File: src/hdl/pdws_pkg.sv
// Package for the palette DAC write sequencer.
// Holds the shared widths, codes and the stage-to-stage beat types.
// No dependencies.
package pdws_pkg;

  // Default palette size.
  localparam int PALETTE_ENTRIES_DEF = 256;

  // Pointer holds 0 .. 256, where the palette size means past the end.
  localparam int PTR_W   = 9;
  localparam int BYTE_W  = 8;
  localparam int COMP_W  = 2;

  // Port codes carried in the kind field.
  localparam logic KIND_INDEX = 1'b0;
  localparam logic KIND_DATA  = 1'b1;

  // Color component codes.
  localparam logic [COMP_W-1:0] COMP_RED   = 2'd0;
  localparam logic [COMP_W-1:0] COMP_GREEN = 2'd1;
  localparam logic [COMP_W-1:0] COMP_BLUE  = 2'd2;

  // One port write as held in the input register.
  typedef struct packed {
    logic              kind;
    logic [BYTE_W-1:0] port_byte;
  } pdws_item_t;

  // One palette write result.
  typedef struct packed {
    logic [BYTE_W-1:0] entry;
    logic [COMP_W-1:0] component;
    logic [BYTE_W-1:0] color_value;
    logic              palette_complete;
  } pdws_result_t;

  // Forward valid between two internal stages.
  typedef struct packed {
    logic valid;
  } pdws_hs_t;

endpackage

File: src/hdl/palette_dac_write_sequencer_core.sv
// Top level of the palette DAC write sequencer.
// Depends on pdws_pkg, pdws_in_stage, pdws_sequencer and pdws_out_stage.
//
//   channel | handshake           | payload
//   --------+---------------------+-------------------------------------------
//   input   | in_valid / in_ready | kind, port_byte
//   output  | out_valid/out_ready | entry, component, color_value,
//           |                     | palette_complete
//
// One beat is accepted per cycle while no stall holds the input register; a data
// beat's result is then loaded into the result register and can leave from there.
// Index beats and data beats past the palette end give no result.
// Reset puts the pointer at entry 0, red, and empties both registers.
// A stalled output holds its beat while the input register keeps one more.
module palette_dac_write_sequencer_core #(
  parameter int PALETTE_ENTRIES = pdws_pkg::PALETTE_ENTRIES_DEF
) (
  input  logic                          clk,
  input  logic                          rst,
  input  logic                          in_valid,
  output logic                          in_ready,
  input  logic                          kind,
  input  logic [pdws_pkg::BYTE_W-1:0]   port_byte,
  output logic                          out_valid,
  input  logic                          out_ready,
  output logic [pdws_pkg::BYTE_W-1:0]   entry,
  output logic [pdws_pkg::COMP_W-1:0]   component,
  output logic [pdws_pkg::BYTE_W-1:0]   color_value,
  output logic                          palette_complete
);

  pdws_pkg::pdws_item_t   in_item;
  pdws_pkg::pdws_item_t   item;
  pdws_pkg::pdws_result_t res;
  pdws_pkg::pdws_result_t out_res;
  pdws_pkg::pdws_hs_t     res_hs;
  logic                   item_valid;
  logic                   item_take;
  logic                   res_ready;

  assign in_item.kind      = kind;
  assign in_item.port_byte = port_byte;

  // Input register.
  pdws_in_stage u_in (
    .clk        (clk),
    .rst        (rst),
    .in_valid   (in_valid),
    .in_ready   (in_ready),
    .in_item    (in_item),
    .item_valid (item_valid),
    .item_take  (item_take),
    .item       (item)
  );

  // Pointer and component logic.
  pdws_sequencer #(
    .PALETTE_ENTRIES (PALETTE_ENTRIES)
  ) u_seq (
    .clk        (clk),
    .rst        (rst),
    .item_valid (item_valid),
    .item_take  (item_take),
    .item       (item),
    .res_hs_out (res_hs),
    .res_ready  (res_ready),
    .res        (res)
  );

  // Result register.
  pdws_out_stage u_out (
    .clk       (clk),
    .rst       (rst),
    .res_hs    (res_hs),
    .res_ready (res_ready),
    .res       (res),
    .out_valid (out_valid),
    .out_ready (out_ready),
    .out_res   (out_res)
  );

  assign entry            = out_res.entry;
  assign component        = out_res.component;
  assign color_value      = out_res.color_value;
  assign palette_complete = out_res.palette_complete;

endmodule

File: src/hdl/pdws_in_stage.sv
// Input register stage of the palette DAC write sequencer.
// Depends on pdws_pkg for the item type.
module pdws_in_stage (
  input  logic                clk,
  input  logic                rst,
  input  logic                in_valid,
  output logic                in_ready,
  input  pdws_pkg::pdws_item_t in_item,
  output logic                item_valid,
  input  logic                item_take,
  output pdws_pkg::pdws_item_t item
);

  logic held;

  // A new beat enters when the register is empty or is being drained.
  assign in_ready   = !held || item_take;
  assign item_valid = held;

  // Occupancy flag.
  always_ff @(posedge clk) begin
    if (rst) begin
      held <= 1'b0;
    end else if (in_ready) begin
      held <= in_valid;
    end
  end

  // Payload register.
  always_ff @(posedge clk) begin
    if (in_valid && in_ready) begin
      item <= in_item;
    end
  end

endmodule

File: src/hdl/pdws_sequencer.sv
// Pointer and component sequencing for the palette DAC write path.
// Depends on pdws_pkg for the item, result and handshake types.
module pdws_sequencer #(
  parameter int PALETTE_ENTRIES = pdws_pkg::PALETTE_ENTRIES_DEF
) (
  input  logic                  clk,
  input  logic                  rst,
  input  logic                  item_valid,
  output logic                  item_take,
  input  pdws_pkg::pdws_item_t  item,
  output pdws_pkg::pdws_hs_t    res_hs_out,
  input  logic                  res_ready,
  output pdws_pkg::pdws_result_t res
);

  localparam logic [pdws_pkg::PTR_W-1:0] ENTRIES_P = pdws_pkg::PTR_W'(PALETTE_ENTRIES);
  localparam logic [pdws_pkg::PTR_W-1:0] LAST_P    = pdws_pkg::PTR_W'(PALETTE_ENTRIES - 1);

  logic [pdws_pkg::PTR_W-1:0]  entry_pointer;
  logic [pdws_pkg::PTR_W-1:0]  entry_pointer_next;
  logic [pdws_pkg::COMP_W-1:0] component_counter;
  logic [pdws_pkg::COMP_W-1:0] component_counter_next;
  logic [pdws_pkg::COMP_W-1:0] comp;
  logic                        has_result;
  logic                        is_blue;

  // A data write inside the palette yields a result; anything else is absorbed.
  assign has_result = (item.kind == pdws_pkg::KIND_DATA) && (entry_pointer < ENTRIES_P);
  assign item_take  = item_valid && (!has_result || res_ready);

  assign res_hs_out.valid = item_valid && has_result;

  // Clamp a stray counter value to blue, then form the result.
  assign comp    = (component_counter > pdws_pkg::COMP_BLUE) ? pdws_pkg::COMP_BLUE
                                                             : component_counter;
  assign is_blue = (comp == pdws_pkg::COMP_BLUE);

  assign res.entry            = entry_pointer[pdws_pkg::BYTE_W-1:0];
  assign res.component        = comp;
  assign res.color_value      = {item.port_byte[pdws_pkg::BYTE_W-3:0], 2'b00};
  assign res.palette_complete = is_blue && (entry_pointer == LAST_P);

  // Next pointer and component for the beat being taken.
  always_comb begin
    entry_pointer_next     = entry_pointer;
    component_counter_next = component_counter;
    if (item.kind == pdws_pkg::KIND_INDEX) begin
      entry_pointer_next     = {1'b0, item.port_byte};
      component_counter_next = pdws_pkg::COMP_RED;
    end else if (has_result) begin
      if (is_blue) begin
        component_counter_next = pdws_pkg::COMP_RED;
        entry_pointer_next     = entry_pointer + pdws_pkg::PTR_W'(1);
      end else begin
        component_counter_next = comp + pdws_pkg::COMP_W'(1);
      end
    end
  end

  // Sequencer state.
  always_ff @(posedge clk) begin
    if (rst) begin
      entry_pointer     <= '0;
      component_counter <= pdws_pkg::COMP_RED;
    end else if (item_take) begin
      entry_pointer     <= entry_pointer_next;
      component_counter <= component_counter_next;
    end
  end

endmodule

File: src/hdl/pdws_out_stage.sv
// Result register stage of the palette DAC write sequencer.
// Depends on pdws_pkg for the result and handshake types.
module pdws_out_stage (
  input  logic                   clk,
  input  logic                   rst,
  input  pdws_pkg::pdws_hs_t     res_hs,
  output logic                   res_ready,
  input  pdws_pkg::pdws_result_t res,
  output logic                   out_valid,
  input  logic                   out_ready,
  output pdws_pkg::pdws_result_t out_res
);

  logic held;

  // Load when empty or when the held beat leaves in this cycle.
  assign res_ready = !held || out_ready;
  assign out_valid = held;

  // Occupancy flag.
  always_ff @(posedge clk) begin
    if (rst) begin
      held <= 1'b0;
    end else if (res_ready) begin
      held <= res_hs.valid;
    end
  end

  // Payload register.
  always_ff @(posedge clk) begin
    if (res_hs.valid && res_ready) begin
      out_res <= res;
    end
  end

endmodule

File: config.mk
export PLATFORM = sky130hd
export DESIGN_NAME = palette_dac_write_sequencer_core
export DESIGN_NICKNAME = d
export VERILOG_FILES = /design/src/hdl/pdws_pkg.sv /design/src/hdl/palette_dac_write_sequencer_core.sv /design/src/hdl/pdws_in_stage.sv /design/src/hdl/pdws_sequencer.sv /design/src/hdl/pdws_out_stage.sv
export SDC_FILE = /design/constraint.sdc
export NUM_CORES = 1
export LEC_CHECK = 0
export ABC_AREA = 1
export BUFFER_PORTS_ARGS = -buffer_cell sky130_fd_sc_hd__buf_2
export CAP_MARGIN = 20
export CELL_PAD_IN_SITES_DETAIL_PLACEMENT = 1
export CELL_PAD_IN_SITES_GLOBAL_PLACEMENT = 1
export CORE_MARGIN = 8
export CORE_UTILIZATION = 46
export CTS_BUF_LIST = sky130_fd_sc_hd__clkbuf_2 sky130_fd_sc_hd__clkbuf_4 sky130_fd_sc_hd__clkbuf_8
export CTS_CLUSTER_DIAMETER = 200
export CTS_CLUSTER_SIZE = 28
export DETAILED_ROUTE_END_ITERATION = 16
export GPL_TIMING_DRIVEN = 0
export HOLD_SLACK_MARGIN = 0.08
export PLACE_DENSITY_LB_ADDON = 0.15
export RECOVER_POWER = 100
export SETUP_SLACK_MARGIN = 0.3
export SYNTH_ARGS = -nofsm -noshare
export SYNTH_HDL_FRONTEND = slang
export SYNTH_SLANG_ARGS = --single-unit
File: constraint.sdc
create_clock -name clk -period 4 [get_ports clk]
set_input_delay 0.8 -clock clk [delete_from_list [all_inputs] [get_ports clk]]
set_output_delay 0.8 -clock clk [all_outputs]
set_load 0.01 [all_outputs]
==> out/metrics.csv <==
stage;metric;value;unit
floorplanning;core area;0.00339;mm²
route;drt wl/cell;14.8;µm
global_routing;pin count of the biggest net entering global routing;19;
global_routing;global-route wire length before repair;6.40;mm
cts;Clock Path Buffers;2;
setup_path;Reg2Reg Launch Point;u_in.item[8];
setup_path;Worst R2R Path Depth;4;
synthesis;Synth Instances;170;
synthesis;number of synthesized flops with an enable pin;26;
cells_and_area;Area growth syn-to-layout;13.3;%
setup_path;Reg2Reg Setup Slack;1.47;ns
timing;worst hold slack;0.469;ns
floorplanning;Die Ht;75.9;µm
route;DRC viols;0;
timing;Max Clk Rate;395;MHz
synthesis;Yosys top cell area share;47.3;%
run_status;violated checks;capacitance limit;
cts;cts bufs inserted;5;
cells_and_area;FILL cells;418;
route;DR iter-0 viols;99;
cells_and_area;diode count;0;
timing;Slew HR;0.374;%
cts;TritonCTS clock tree;yes;
pwr;Leak Pwr;0.761;nW
timing;Final Critical Period;2.53;ns
synthesis;Synth Warn #;0;
synthesis;ys flop type;edfxtp_1;
synthesis;fraction of registers with async set/reset;0;%
synthesis;register bit total from synthesis;39;
global_routing;vias in the first global route;1454;
setup_path;Max FO, Critical Path;18;
route;via count;1268;
setup_path;Worst Path Arrival;2.48;ns
route;vias per cell;4.97;
flow_run;max-cap check violation count;1;
placed_design;Detailed Place HPWL;2.82;mm
synthesis;synthesized area per cell;9.72;µm²
placed_design;placed standard-cell area;0.00187;mm²
global_routing;GRT Resource Usage Total;13.3;%
cells_and_area;Final #Nets;224;
setup_path;R2R Path End;u_out.out_res[15];
pwr;Peak VDD IR;256;µV
synthesis;cell taking the most area after synthesis;edfxtp_1;
cells_and_area;fin area;0.00187;mm²
hold_path;Min-Delay Startpoint;u_in.item[0];
floorplanning;I/O pins;34;
cts;Setup Fix Bufs, Post-CTS;0;
hold_path;hold path cells;0;
run_status;status;finished, violations left;
route;WL final;3.76;mm
cells_and_area;layout cells sized above 1;13.4;%
synthesis;most frequent cell after synthesis;nand2_1;
setup_path;critical path required time;3.95;ns
setup_path;Setup CP Type;reg2reg;
floorplanning;num rows;21;
floorplanning;initial core utilization;48.7;%
synthesis;post-synth cell types;24;
timing;clock skew;0.00885;ns
placed_design;GPL Wtd Cong;0.821;
synthesis;Post-Syn Area;0.00165;mm²
synthesis;Area contributors post-synth;edfxtp_1 (47%), dfxtp_1 (16%), nand2_1 (9.3%);
timing;max-slew violation count;0;
route;1st-pass router iterations;4;
timing;Fin. Hold Viols;0;
pwr;pwr dens;378;mW/mm²
synthesis;commonest cells in the synthesized netlist;nand2_1 (41), edfxtp_1 (26), nor2_1 (20), inv_1 (18), nand3_1 (18);
cts;count of hold-fix buffers inserted at cts;0;
global_routing;initial antenna violation count;0;
cts;CTS root buf;clkbuf_4;
timing;RSZ-0062 raised after global routing;no;
timing;crit share post-route;63.2;%
timing;slew of the pin with the lowest slew margin;1.49;ns
timing;Setup violations, final;0;
setup_path;Worst setup SP type;flip-flop;
hold_path;HP Class;reg2reg;
timing;total negative slack;0;ns
cts;clock sinks;39;
floorplanning;die width;75.9;µm
hold_path;Worst Hold End;u_out.out_res[3];
cts;clock transition time at the flip-flop clock pins of the worst setup and hold paths;0.10;ns
route;Antenna Nets Post-Route;0;
setup_path;CP Capture Type;flip-flop;
floorplanning;total die area;0.00576;mm²
pwr;Pwr Total;0.000708;W
global_routing;grt ovf;0;
synthesis;sequential fraction of the synthesis area;63.0;%
cts;clk_lat worst skew;0.34;ns
cts;H-Tree Level Count;2;
cts;PostCTS Resize Cnt;0;
placed_design;Port Buffers;31;
state kept, by name (all words and copies together), names as in the netlist:
signal	count
u_in.item	9
u_in.item_valid	1
u_out.out_res	17
u_out.out_valid	1
u_seq.component_counter	2
u_seq.entry_pointer	9
worst max-delay path: stages (launching register included):
cell,delay (ns)
edfxtp_1,0.49
inv_1,0.17
nor2_1,0.24
clkinv_1,0.12
nor2_1,1.12
worst max-delay path by stage:
stage | start | endpoint | slack (ns) | depth (start not counted)
2_1_floorplan | out_ready | in_ready | 2.11 | 2
3_3_place_gp | out_ready | in_ready | 1.86 | 4
3_5_place_dp | out_ready | in_ready | 1.83 | 4
4_1_cts | u_in.item[8] | in_ready | 1.72 | 4
5_1_grt | u_in.item[8] | u_seq.component_counter[1] | 1.16 | 6
6_report | u_in.item[8] | u_out.out_res[15] | 1.47 | 4
area by class of cell:
cell class	count	area, µm²	area share (%)
Sequential cell	39	1040	55.6
Multi-Input combinational cell	106	482	25.7
Timing Repair Buffer	31	131	7.02
Inverter	20	75.1	4.01
Tap cell	46	57.6	3.07
Clock buffer	7	52.6	2.81
Buffer	6	32.5	1.74
layout by cell type (no fill, tap or decap), drive strengths merged:
cell type	instances
ha	2
conb	2
buf	16
nand4	2
dfxtp	13
nand3	19
nand2	42
nor4	1
clkbuf	28
clkinv	1
or2	1
inv	19
a21oi	5
o21bai	1
edfxtp	26
nor2	23
o21ai	8
report_power, final:
part | switching [W] | total, W | leakage, nW | internal, W
Sequential | 0.0000116 | 0.000458 | 0.353 | 0.000447
Combinational | 0.0000356 | 0.0000549 | 0.376 | 0.0000193
Clock | 0.000115 | 0.000194 | 0.0322 | 0.0000799
Total | 0.000162 | 0.000708 | 0.761 | 0.000546
cells by family (layout without fill, tap and decap cells):
logic type / after synthesis / after routing / share of synthesized area [%]
and+or+nand+nor: 88 / 88 / 23.4
DFF: 39 / 39 / 63.0
buffers and inverters: 26 / 64 / 6.97
AOI/OAI and AO/OA: 14 / 14 / 4.85
adders and majority gates: 2 / 2 / 1.51
other: 1 / 2 / 0.227
routing by layer:
metal,global-route usage (%),wire length (µm),vias up
met1,14.7,1630,596
li1,-,-,629
met5,0,0,-
met4,6.47,57,0
met2,22.4,1860,35
met3,4.60,222,8
through the flow:
stage / setup slack, ns / instances / utilization (%)
finish: 1.47 / 255 / 55.2
global placement: 1.86 / 248 / 55.1
detailed placement: 1.83 / 248 / 55.1
CTS: 1.72 / 255 / 56.7
floorplan: 2.11 / 171 / -
global route: 1.16 / 255 / 55.2
No activity file was read; power rests on OpenSTA's default activity.
